==> src/hdl/bfba_pkg.sv <==
// Shared constants for the best-fit block allocator.
package bfba_pkg;

    // Default sizing of the free-size table
    localparam int BLOCKS_DEF    = 16;
    localparam int SIZE_BITS_DEF = 16;

    // Fixed port field widths
    localparam int CFG_W   = 5;
    localparam int IDX_W   = 4;
    localparam int FIELD_W = 16;

    // Item opcodes
    localparam logic OP_LOAD  = 1'b0;
    localparam logic OP_ALLOC = 1'b1;

    // Reset value of the blocks-in-use register
    localparam logic [CFG_W-1:0] CFG_RESET = 5'd16;

endpackage

==> src/hdl/bfba_ram.sv <==
// Generic single-write, single-read RAM with registered read data.
module bfba_ram #(
    parameter int WIDTH = 16,
    parameter int DEPTH = 16
) (
    i_clk,
    i_we,
    i_waddr,
    i_wdata,
    i_raddr,
    o_rdata
);
    localparam int AW = (DEPTH > 1) ? $clog2(DEPTH) : 1;

    input  logic             i_clk;
    input  logic             i_we;
    input  logic [AW-1:0]    i_waddr;
    input  logic [WIDTH-1:0] i_wdata;
    input  logic [AW-1:0]    i_raddr;
    output logic [WIDTH-1:0] o_rdata;

    logic [WIDTH-1:0] r_mem [DEPTH];
    logic [WIDTH-1:0] r_rdata;

    // write port and registered read port
    always_ff @(posedge i_clk) begin
        if (i_we) begin
            r_mem[i_waddr] <= i_wdata;
        end
        r_rdata <= r_mem[i_raddr];
    end

    assign o_rdata = r_rdata;

endmodule

==> src/hdl/best_fit_block_allocator.sv <==
// Best-fit block allocator: free-size table with a sequential best-fit scan.
// Load: written straight into the table if the index is in range, no result, busy stays low.
// Allocate: one table read per cycle over N = min(blocks_in_use, BLOCKS) entries, then
//   a one-cycle result strobe; busy is high from the accepting edge until the strobe.
// A new item is taken only while busy is low; the receiver cannot stall.
// Sync active-low reset clears the sequencer and sets blocks_in_use to 16; table undefined.
module best_fit_block_allocator #(
    parameter int BLOCKS    = bfba_pkg::BLOCKS_DEF,
    parameter int SIZE_BITS = bfba_pkg::SIZE_BITS_DEF
) (
    input  logic                         i_clk,
    input  logic                         i_rst_n,
    input  logic                         i_cfg_we,
    input  logic [bfba_pkg::CFG_W-1:0]   i_cfg_data,
    input  logic                         i_start,
    output logic                         o_busy,
    input  logic                         i_opcode,
    input  logic [bfba_pkg::IDX_W-1:0]   i_block_index,
    input  logic [bfba_pkg::FIELD_W-1:0] i_size_value,
    output logic                         o_valid,
    output logic                         o_granted,
    output logic [bfba_pkg::IDX_W-1:0]   o_chosen_block,
    output logic [bfba_pkg::FIELD_W-1:0] o_size_left
);
    import bfba_pkg::*;

    localparam int AW = (BLOCKS > 1) ? $clog2(BLOCKS) : 1;
    localparam int SW = SIZE_BITS;
    localparam int CW = 9;   // holds any index or count up to 256
    localparam int XW = 32;  // holds any size value

    localparam logic [1:0] ST_IDLE = 2'd0;
    localparam logic [1:0] ST_SCAN = 2'd1;
    localparam logic [1:0] ST_DONE = 2'd2;

    logic [1:0]         r_state, n_state;
    logic [CFG_W-1:0]   r_cfg;
    logic [CFG_W-1:0]   r_limit, n_limit;
    logic [CFG_W-1:0]   r_addr, n_addr;
    logic               r_pend, n_pend;
    logic [AW-1:0]      r_pidx, n_pidx;
    logic               r_found, n_found;
    logic [AW-1:0]      r_best, n_best;
    logic [SW-1:0]      r_best_val, n_best_val;
    logic [SW-1:0]      r_req, n_req;
    logic               r_valid, n_valid;
    logic               r_granted, n_granted;
    logic [IDX_W-1:0]   r_chosen, n_chosen;
    logic [FIELD_W-1:0] r_left, n_left;

    logic               accept;
    logic               in_range;
    logic [CW-1:0]      idx_ext;
    logic [CW-1:0]      sat_limit;
    logic               issue;
    logic [SW-1:0]      req_in;
    logic [SW-1:0]      new_val;
    logic [XW-1:0]      new_val_ext;
    logic [CW-1:0]      best_ext;
    logic [CW-1:0]      addr_ext;
    logic               ram_we;
    logic [AW-1:0]      ram_waddr;
    logic [SW-1:0]      ram_wdata;
    logic [SW-1:0]      ram_rdata;
    logic [XW-1:0]      size_ext;

    assign accept    = i_start && (r_state == ST_IDLE);
    assign idx_ext   = CW'(i_block_index);
    assign in_range  = idx_ext < CW'(BLOCKS);
    assign sat_limit = (CW'(r_cfg) > CW'(BLOCKS)) ? CW'(BLOCKS) : CW'(r_cfg);
    assign size_ext  = XW'(i_size_value);
    assign req_in    = size_ext[SW-1:0];
    assign issue     = r_addr < r_limit;
    assign addr_ext  = CW'(r_addr);
    assign best_ext  = CW'(r_best);
    assign new_val   = r_best_val - r_req;
    assign new_val_ext = XW'(new_val);

    // table write port: loads from the input, charges from the done step
    always_comb begin
        ram_we    = 1'b0;
        ram_waddr = idx_ext[AW-1:0];
        ram_wdata = req_in;
        if (accept && (i_opcode == OP_LOAD) && in_range) begin
            ram_we = 1'b1;
        end else if ((r_state == ST_DONE) && r_found) begin
            ram_we    = 1'b1;
            ram_waddr = r_best;
            ram_wdata = new_val;
        end
    end

    bfba_ram #(
        .WIDTH (SW),
        .DEPTH (BLOCKS)
    ) u_ram (
        .i_clk   (i_clk),
        .i_we    (ram_we),
        .i_waddr (ram_waddr),
        .i_wdata (ram_wdata),
        .i_raddr (addr_ext[AW-1:0]),
        .o_rdata (ram_rdata)
    );

    // sequencer: scan one entry per cycle, compare each entry in the cycle after its read
    always_comb begin
        n_state    = r_state;
        n_limit    = r_limit;
        n_addr     = r_addr;
        n_pend     = r_pend;
        n_pidx     = r_pidx;
        n_found    = r_found;
        n_best     = r_best;
        n_best_val = r_best_val;
        n_req      = r_req;
        n_valid    = 1'b0;
        n_granted  = r_granted;
        n_chosen   = r_chosen;
        n_left     = r_left;
        case (r_state)
            ST_IDLE: begin
                if (accept && (i_opcode == OP_ALLOC)) begin
                    n_state = ST_SCAN;
                    n_limit = sat_limit[CFG_W-1:0];
                    n_addr  = '0;
                    n_pend  = 1'b0;
                    n_found = 1'b0;
                    n_req   = req_in;
                end
            end
            ST_SCAN: begin
                // compare the entry read last cycle
                if (r_pend && (ram_rdata >= r_req) &&
                    (!r_found || (ram_rdata < r_best_val))) begin
                    n_found    = 1'b1;
                    n_best     = r_pidx;
                    n_best_val = ram_rdata;
                end
                n_pend = issue;
                n_pidx = addr_ext[AW-1:0];
                if (issue) begin
                    n_addr = r_addr + 1'b1;
                end else if (!r_pend) begin
                    n_state = ST_DONE;
                end
            end
            ST_DONE: begin
                n_state   = ST_IDLE;
                n_valid   = 1'b1;
                n_granted = r_found;
                n_chosen  = r_found ? best_ext[IDX_W-1:0] : '0;
                n_left    = r_found ? new_val_ext[FIELD_W-1:0] : '0;
            end
            default: begin
                n_state = ST_IDLE;
            end
        endcase
    end

    // control registers
    always_ff @(posedge i_clk) begin
        if (!i_rst_n) begin
            r_state <= ST_IDLE;
            r_cfg   <= CFG_RESET;
            r_pend  <= 1'b0;
            r_found <= 1'b0;
            r_valid <= 1'b0;
        end else begin
            r_state <= n_state;
            r_pend  <= n_pend;
            r_found <= n_found;
            r_valid <= n_valid;
            if (i_cfg_we) begin
                r_cfg <= i_cfg_data;
            end
        end
    end

    // payload registers
    always_ff @(posedge i_clk) begin
        r_limit    <= n_limit;
        r_addr     <= n_addr;
        r_pidx     <= n_pidx;
        r_best     <= n_best;
        r_best_val <= n_best_val;
        r_req      <= n_req;
        r_granted  <= n_granted;
        r_chosen   <= n_chosen;
        r_left     <= n_left;
    end

    assign o_busy         = r_state != ST_IDLE;
    assign o_valid        = r_valid;
    assign o_granted      = r_granted;
    assign o_chosen_block = r_chosen;
    assign o_size_left    = r_left;

endmodule

==> config.mk <==
export PLATFORM = sky130hd
export DESIGN_NAME = best_fit_block_allocator
export DESIGN_NICKNAME = d
export VERILOG_FILES = /design/src/hdl/bfba_pkg.sv /design/src/hdl/bfba_ram.sv /design/src/hdl/best_fit_block_allocator.sv
export SDC_FILE = /design/constraint.sdc
export NUM_CORES = 1
export LEC_CHECK = 0
export ABC_CLOCK_PERIOD_IN_PS = 5700
export BUFFER_PORTS_ARGS = -buffer_cell sky130_fd_sc_hd__buf_2
export CORE_ASPECT_RATIO = 1.4
export CORE_MARGIN = 2
export CORE_UTILIZATION = 35
export CTS_CLUSTER_DIAMETER = 200
export DETAILED_ROUTE_END_ITERATION = 8
export GPL_TIMING_DRIVEN = 0
export PLACE_DENSITY_LB_ADDON = 0.25
export SETUP_SLACK_MARGIN = 0.2
export SKIP_CTS_REPAIR_TIMING = 1
export SYNTH_ARGS = -nofsm -noshare
export SYNTH_HDL_FRONTEND = slang
export SYNTH_SLANG_ARGS = --single-unit
==> constraint.sdc <==
create_clock -name i_clk -period 5.7 [get_ports i_clk]
set_input_delay 1.14 -clock i_clk [delete_from_list [all_inputs] [get_ports i_clk]]
set_output_delay 1.14 -clock i_clk [all_outputs]
set_load 0.01 [all_outputs]
==> summary.txt, run 1 <==
Logic synthesis
  • FFs w/ async S/R, synth: 0%
  • Post-Syn Area per Cell: 17.7 um^2
  • Synthesized instance count: between 800 and 900
  • Flop and latch count out of synthesis: 353
  • Area contributors post-synth: edfxtp_1 (67%), mux4_2 (12%), ha_1 (4.4%)
  • Cell with the most instances after synthesis: edfxtp_1
  • Commonest cells in the netlist: edfxtp_1 (327), mux4_2 (80), ha_1 (51)
  • Post-Syn Nets: between 900 and 1k
  • Sequential element share of the synthesized area: a little over two thirds
  • Ys flop type: edfxtp_1
  • Yosys top cell by area: edfxtp_1
  • EDFF count, synth: between 300 and 400
  • Post-synthesis cell type count: 49
  • YS warnings: 0
  • Mapped Area: 14600 um^2
  • Synth top area share: between 60% and 70%

Worst hold path
  • Hold Path Sink: r_best[1]
  • Hold Path Depth: 0
  • Min-delay worst type: register to register
  • Hold Startpoint: r_pidx[1]

Layout
  • Post-Layout Inst Area: approximately 17000 um^2
  • Fill count: approximately 3.7k
  • Layout net count: about 1.0k
  • Multi-input logic area: just over 4000 um^2
  • Register area: around 10000 um^2
  • Area grow syn2layout: 16.3%
  • ANT cells: 0
  • Layout cells sized above 1: 24.2%

Power and ir drop
  • Maximum vdd ir drop: around 0.14 mV
  • Cell Pwr Density: about 320 nW/um^2
  • Total Power: approximately 5.4 mW
  • P_leak: 5.87 nW

Global route
  • Grt ovf: 0
  • Gr usage total: approximately 16%
  • Initial antenna violation count: 0
  • Largest net degree at the start of global routing: 24
  • First-pass GRT wire length: slightly above 50000 um
  • Number of global-route vias before repair: 7972

Placement
  • Final HPWL DP: between 20000 and 25000 um
  • Port Buffers: 51
  • Area after DPL: 16000 um^2
  • Routability Congestion: around 0.8

Worst setup path
  • Worst R2R End: u_ram.r_mem[6][1]
  • Worst Reg-to-Reg Cells: 5
  • Crit Path Class: register to register
  • R2R setup slack: about 1.8 ns
  • Crit path launch type: register
  • Worst R2R Start: r_found
  • Setup crit end kind: register
  • CP required: 5.83 ns
  • Crit-path max FO: 16
  • Critical Path AT: approximately 4.0 ns

Clocking
  • CTS Sinks: between 300 and 400
  • Level count of the clock H-tree: 2
  • CTS Buffer Depth: 3
  • Num CTS Buffers: 34
  • Worst skew pair latency: about 0.53 ns
  • Root buffer cell: clkbuf_16
  • CTS tree: yes
  • CTS clk-pin slew, worst paths: 0.06 ns

Timing
  • Endpoints failing setup: 0
  • Final period utilization: roughly 68%
  • Unrepaired setup endpoints after global routing: no
  • TNS Setup: 0 ns
  • Clk_skew: 0.0179 ns
  • F_max: around 260 MHz
  • Slew margin rel.: under 10%
  • Slew Viols, Final: 0
  • Actual slew at the worst max-slew pin: between 1 and 1.5 ns
  • Final hold vios: 0
  • Tmin final: 3.88 ns

Die
  • Number of I/O pins: between 50 and 60
  • Core Rows: 88
  • Full die area: about 43000 um^2
  • Die W: ~180 um
  • Die height: 246 um
  • Effective utilization at floorplan: about 36%
  • Core area: ~40000 um^2

Routing
  • DR vias: about 7.6k
  • Post-DR wirelength/cell: about 23 um
  • Drc violations: 0
  • Initial DRC count: 762
  • Initial DRT Pass Iterations: 5
  • Post-route ant nets: 0
  • Total Routed Length: about 34000 um
  • Drt via density: approximately 5.1

Status
  • Outcome: complete, no violations

Run
  • Max-cap viol count: 0
[worst max-delay path, cell delays in order (launching register included)]
cell	delay, ns
dfxtp_1	0.46
clkbuf_1	0.54
nand2_1	0.49
clkbuf_1	0.44
clkbuf_1	0.41
o21ai_1	1.13
[metrics by stage]
step	util, %	setup WS (ns)	hold slack, ns	cells
floorplan	-	2.26	0.400	827
global placement	37.8	-0.159	0.401	1418
finish	41.3	1.82	0.421	1499
CTS	41.3	1.45	0.421	1498
detailed placement	38.8	1.48	0.405	1439
global route	41.3	1.64	0.430	1499
[logic make-up (layout without fill, tap and decap cells)]
| family | after synthesis | in the layout | share of synthesized area [%] |
|---|---|---|---|
| DFF | 353 | 353 | 70.7 |
| buffers and inverters | 73 | 205 | 2.17 |
| adders and majority gates | 52 | 52 | 4.50 |
| and+or+nand+nor | 150 | 150 | 4.97 |
| muxes | 86 | 86 | 12.7 |
| AOI/OAI and AO/OA | 99 | 99 | 4.12 |
| xor gates and xnor gates | 14 | 14 | 0.838 |
[area by class of cell]
type / count / area share [%]
clock inverters: 13 / 0.736
inverters: 45 / 0.993
well taps: 540 / 3.97
multi-input cells: 401 / 23.8
flip-flops and latches: 353 / 60.8
clock buffers: 46 / 5.39
plain buffers: 28 / 0.875
repair buffers: 73 / 3.49
[worst max-delay path by stage]
stage                     from                  to  slack (ns)
finish                 r_found   u_ram.r_mem[6][1]        1.82
global route           r_found   u_ram.r_mem[0][1]        1.64
CTS                    r_found   u_ram.r_mem[4][8]        1.45
detailed placement     r_found   u_ram.r_mem[4][8]        1.48
global placement    r_state[1]  u_ram.r_mem[0][10]       -0.16
floorplan           r_state[1]   u_ram.r_mem[0][0]        2.26
[cells in the final DEF (no fill, tap or decap), drive strengths merged, types with 3 or more instances in the layout]
cell,instances
nand2,32
dfxtp,26
clkinv,7
nand2b,10
o211ai,5
a21o,8
mux4,80
nand3,9
xnor2,6
a31oi,6
ha,51
and3,4
o31ai,3
nor3b,9
or2,3
xor2,8
a211oi,4
o21ai,34
mux2i,6
nor2,50
inv,47
buf,88
nor3,11
a21oi,25
and2,8
edfxtp,327
clkbuf,59
nor2b,8
[per-layer routing]
metal	vias up	wire (um)	global-route usage, %
met5	-	0	0
met3	53	1350	2.16
met2	180	19000	30.8
met1	3890	13200	18.6
li1	3481	-	-
met4	0	898	5.20
[state kept, by name (all words and copies together) (netlist names), 5 cells and up]
name and count:
r_limit 5, u_ram.r_mem 256, u_ram.o_rdata 16, r_cfg 5, r_addr 5, r_req 16
r_best_val 16, o_size_left 16
[where the power goes]
part | internal [mW] | switching (mW)
Combinational | 0.133 | 0.190
Sequential | 2.87 | 0.0218
Clock | 1.23 | 0.945
(Power assumes the default switching activity.)
==> run 2, diff against run 1 <==
ABC_CLOCK_PERIOD_IN_PS = 3390   (was 5700)
clock period = 3.39 ns   (was 5.7 ns; I/O delays follow)
==> summary.txt, run 2 (synthesis gave the netlist of run 1 again) <==
Worst hold path
  • Min-delay worst type: primary input to register (was register to register)
  • Hold Startpoint: i_size_value[2] (was r_pidx[1])
  • Hold Path Depth: 1 (was 0)
  • Hold Path Sink: r_req[2] (was r_best[1])

Timing
  • Endpoints failing setup: 0 (unchanged)
  • Final hold vios: 0 (unchanged)
  • Actual slew at the worst max-slew pin: 1.27 ns (was 1.35 ns)
  • Unrepaired setup endpoints after global routing: no (unchanged)
  • Final period utilization: 90.7% (was 68.0%)
  • F_max: 325 MHz (was 258 MHz)
  • Slew margin rel.: 15.3% (was 9.28%)
  • Tmin final: 3.08 ns (was 3.88 ns)
  • Clk_skew: 0.0103 ns (was 0.0179 ns)
  • TNS Setup: 0 ns (unchanged)
  • Slew Viols, Final: 0 (unchanged)
  • WHS: 0.300 ns (was 0.421 ns)

Routing
  • DR vias: 7616 (was 7604)
  • Total Routed Length: 34800 um (was 34400 um)
  • Drt via density: 5.08 (was 5.07)
  • Drc violations: 0 (unchanged)
  • Initial DRC count: 692 (was 762)
  • Initial DRT Pass Iterations: 5 (unchanged)
  • Post-route ant nets: 0 (unchanged)
  • Post-DR wirelength/cell: 23.2 um (was 23.0 um)

Worst setup path
  • Crit-path most repeated cell: a21oi_1 (was clkbuf_1)
  • CP Buf/Inv Count: 0 (was 3)
  • Crit path launch type: register (unchanged)
  • Crit Path Class: register to register (unchanged)
  • Setup crit end kind: register (unchanged)
  • CP required: 3.58 ns (was 5.83 ns)
  • Critical Path AT: 3.27 ns (was 4.01 ns)
  • Crit-path max FO: 16 (unchanged)
  • Largest delay contributor family on the critical path: compound AO/OA/AOI/OAI gates (was buffers and inverters)
  • Slowest cell on crit path: o211ai_1 (was o21ai_1)
  • R2R setup slack: 0.31 ns (was 1.82 ns)
  • Worst R2R End: u_ram.r_mem[15][13] (was u_ram.r_mem[6][1])
  • Critical Path Max Stage Delay: 1.05 ns (was 1.13 ns)
  • Worst R2R Start: r_best_val[8] (was r_found)
  • Worst Reg-to-Reg Cells: 6 (was 5)
  • Crit-path cells: ha_1 > nand3_1 > nor2_1 > a21oi_1 > a21oi_1 > o211ai_1 (was clkbuf_1 > nand2_1 > clkbuf_1 > clkbuf_1 > o21ai_1)

Clocking
  • Root buffer cell: clkbuf_16 (unchanged)
  • Num CTS Buffers: 31 (was 34)
  • CTS tree: yes (unchanged)
  • CTS Buffer Depth: 3 (unchanged)
  • CTS clk-pin slew, worst paths: 0.07 ns (was 0.06 ns)
  • CTS Sinks: 353 (unchanged)
  • Worst skew pair latency: 0.58 ns (was 0.53 ns)
  • Level count of the clock H-tree: 1 (was 2)

Die
  • Core area: 41200 um^2 (unchanged)
  • Number of I/O pins: 53 (unchanged)
  • Core Rows: 88 (unchanged)
  • Full die area: 43500 um^2 (unchanged)
  • Die height: 246 um (unchanged)
  • Die W: 177 um (unchanged)
  • Effective utilization at floorplan: 35.5% (unchanged)

Layout
  • Layout cells sized above 1: 26.3% (was 24.2%)
  • Register area: 10300 um^2 (unchanged)
  • Most frequent cells in the layout: edfxtp_1 (327), mux4_2 (80), buf_2 (56) (unchanged)
  • Multi-input logic area: 4130 um^2 (was 4040 um^2)
  • Largest Register: u_ram.r_mem (unchanged)
  • Fill count: 3673 (was 3672)
  • Commonest non-fill, non-tap cell in the layout: edfxtp_1 (unchanged)
  • Area grow syn2layout: 16.6% (was 16.3%)
  • Layout net count: 1017 (was 1018)
  • ANT cells: 0 (unchanged)
  • Max reg flops: 256 (unchanged)

Placement
  • Routability Congestion: 0.773 (was 0.811)
  • Port Buffers: 51 (unchanged)
  • Final HPWL DP: 25300 um (was 24300 um)

Global route
  • Global-route layer with the greatest usage: met2 (unchanged)
  • Largest net degree at the start of global routing: 25 (was 24)
  • Grt ovf: 0 (unchanged)
  • First-pass GRT wire length: 51200 um (was 50700 um)
  • Number of global-route vias before repair: 8101 (was 7972)
  • Met1 usage: 17.9% (was 18.6%)
  • Initial antenna violation count: 0 (unchanged)
  • GR Layer Usage met2: 32.0% (was 30.8%)
  • Met3 Usage GRT: 2.04% (was 2.16%)
  • Gr usage total: 16.3% (was 16.2%)

Run
  • Max-cap viol count: 0 (unchanged)

Power and ir drop
  • Flop pwr share: 55.0% (was 53.7%)
  • P_sw: 1.95 mW (was 1.16 mW)
  • Pint: 6.90 mW (was 4.23 mW)
  • Maximum vdd ir drop: 0.342 mV (was 0.145 mV)
  • Switching Fraction: 22.1% (was 21.5%)
  • Clock power share: 38.7% (was 40.3%)
  • P_leak: 5.88 nW (was 5.87 nW)
  • Combinational power share: 6.3% (was 6.0%)
  • Cell Pwr Density: 519 nW/um^2 (was 317 nW/um^2)

Status
  • Outcome: complete, no violations (unchanged)
run 2: changes by cell type in the layout (fill, tap and decap cells not counted), sizes merged:
cell,previous run,this run
inv,47,48
buf,88,89
clkinvlp,2,5
clkinv,7,12
clkbuf,59,48
nor2b,8,9
run 2: metrics by stage:
step	cells	cell area [um^2]	utilization [%]	worst slack (ns)	power, mW
4_1_cts	1495	16900	41.1	-1.37	8.93
6_report	1499	17100	41.4	0.315	8.85
3_3_place_gp	1418	15600	37.8	-1.55	5.48
3_5_place_dp	1438	16000	38.7	-1.35	5.51
5_1_grt	1499	17100	41.4	0.202	9.15
2_1_floorplan	827	14600	-	0.433	5.30
run 2: area by class of cell:
cell class              count  share of cell area (%)
plain buffers              28                   0.895
clock buffers              35                    4.63
clock inverters            22                    1.08
inverters                  45                   0.990
multi-input cells         402                    24.2
flip-flops and latches    353                    60.6
well taps                 540                    3.96
repair buffers             74                    3.64
run 2: routing by layer:
layer	share of wire (%)	vias up	wire length, um
met4	3.1	0	1070
met3	3.7	53	1290
met5	0	-	0
li1	-	3475	-
met2	57	181	19900
met1	36	3907	12600
run 2: power groups by stage:
stage / registers (mW) / logic [mW] / clock network [mW]
global route: 4.87 / 0.616 / 3.67
floorplan: 4.94 / 0.354 / 0
finish: 4.86 / 0.557 / 3.43
CTS: 4.86 / 0.552 / 3.52
global placement: 4.96 / 0.523 / 0
detailed placement: 4.96 / 0.551 / 0
run 2: how the worst max path moves through the flow:
stage | from | endpoint | slack (ns) | depth (start not counted)
after floorplan | r_state[1] | u_ram.r_mem[0][0] | 0.43 | 6
after global placement | r_state[1] | u_ram.r_mem[1][11] | -1.55 | 6
after detailed placement | r_state[1] | u_ram.r_mem[4][8] | -1.35 | 5
after CTS | r_state[1] | u_ram.r_mem[3][8] | -1.37 | 5
after global routing | r_best_val[8] | u_ram.r_mem[8][13] | 0.20 | 6
final | r_best_val[8] | u_ram.r_mem[15][13] | 0.31 | 6
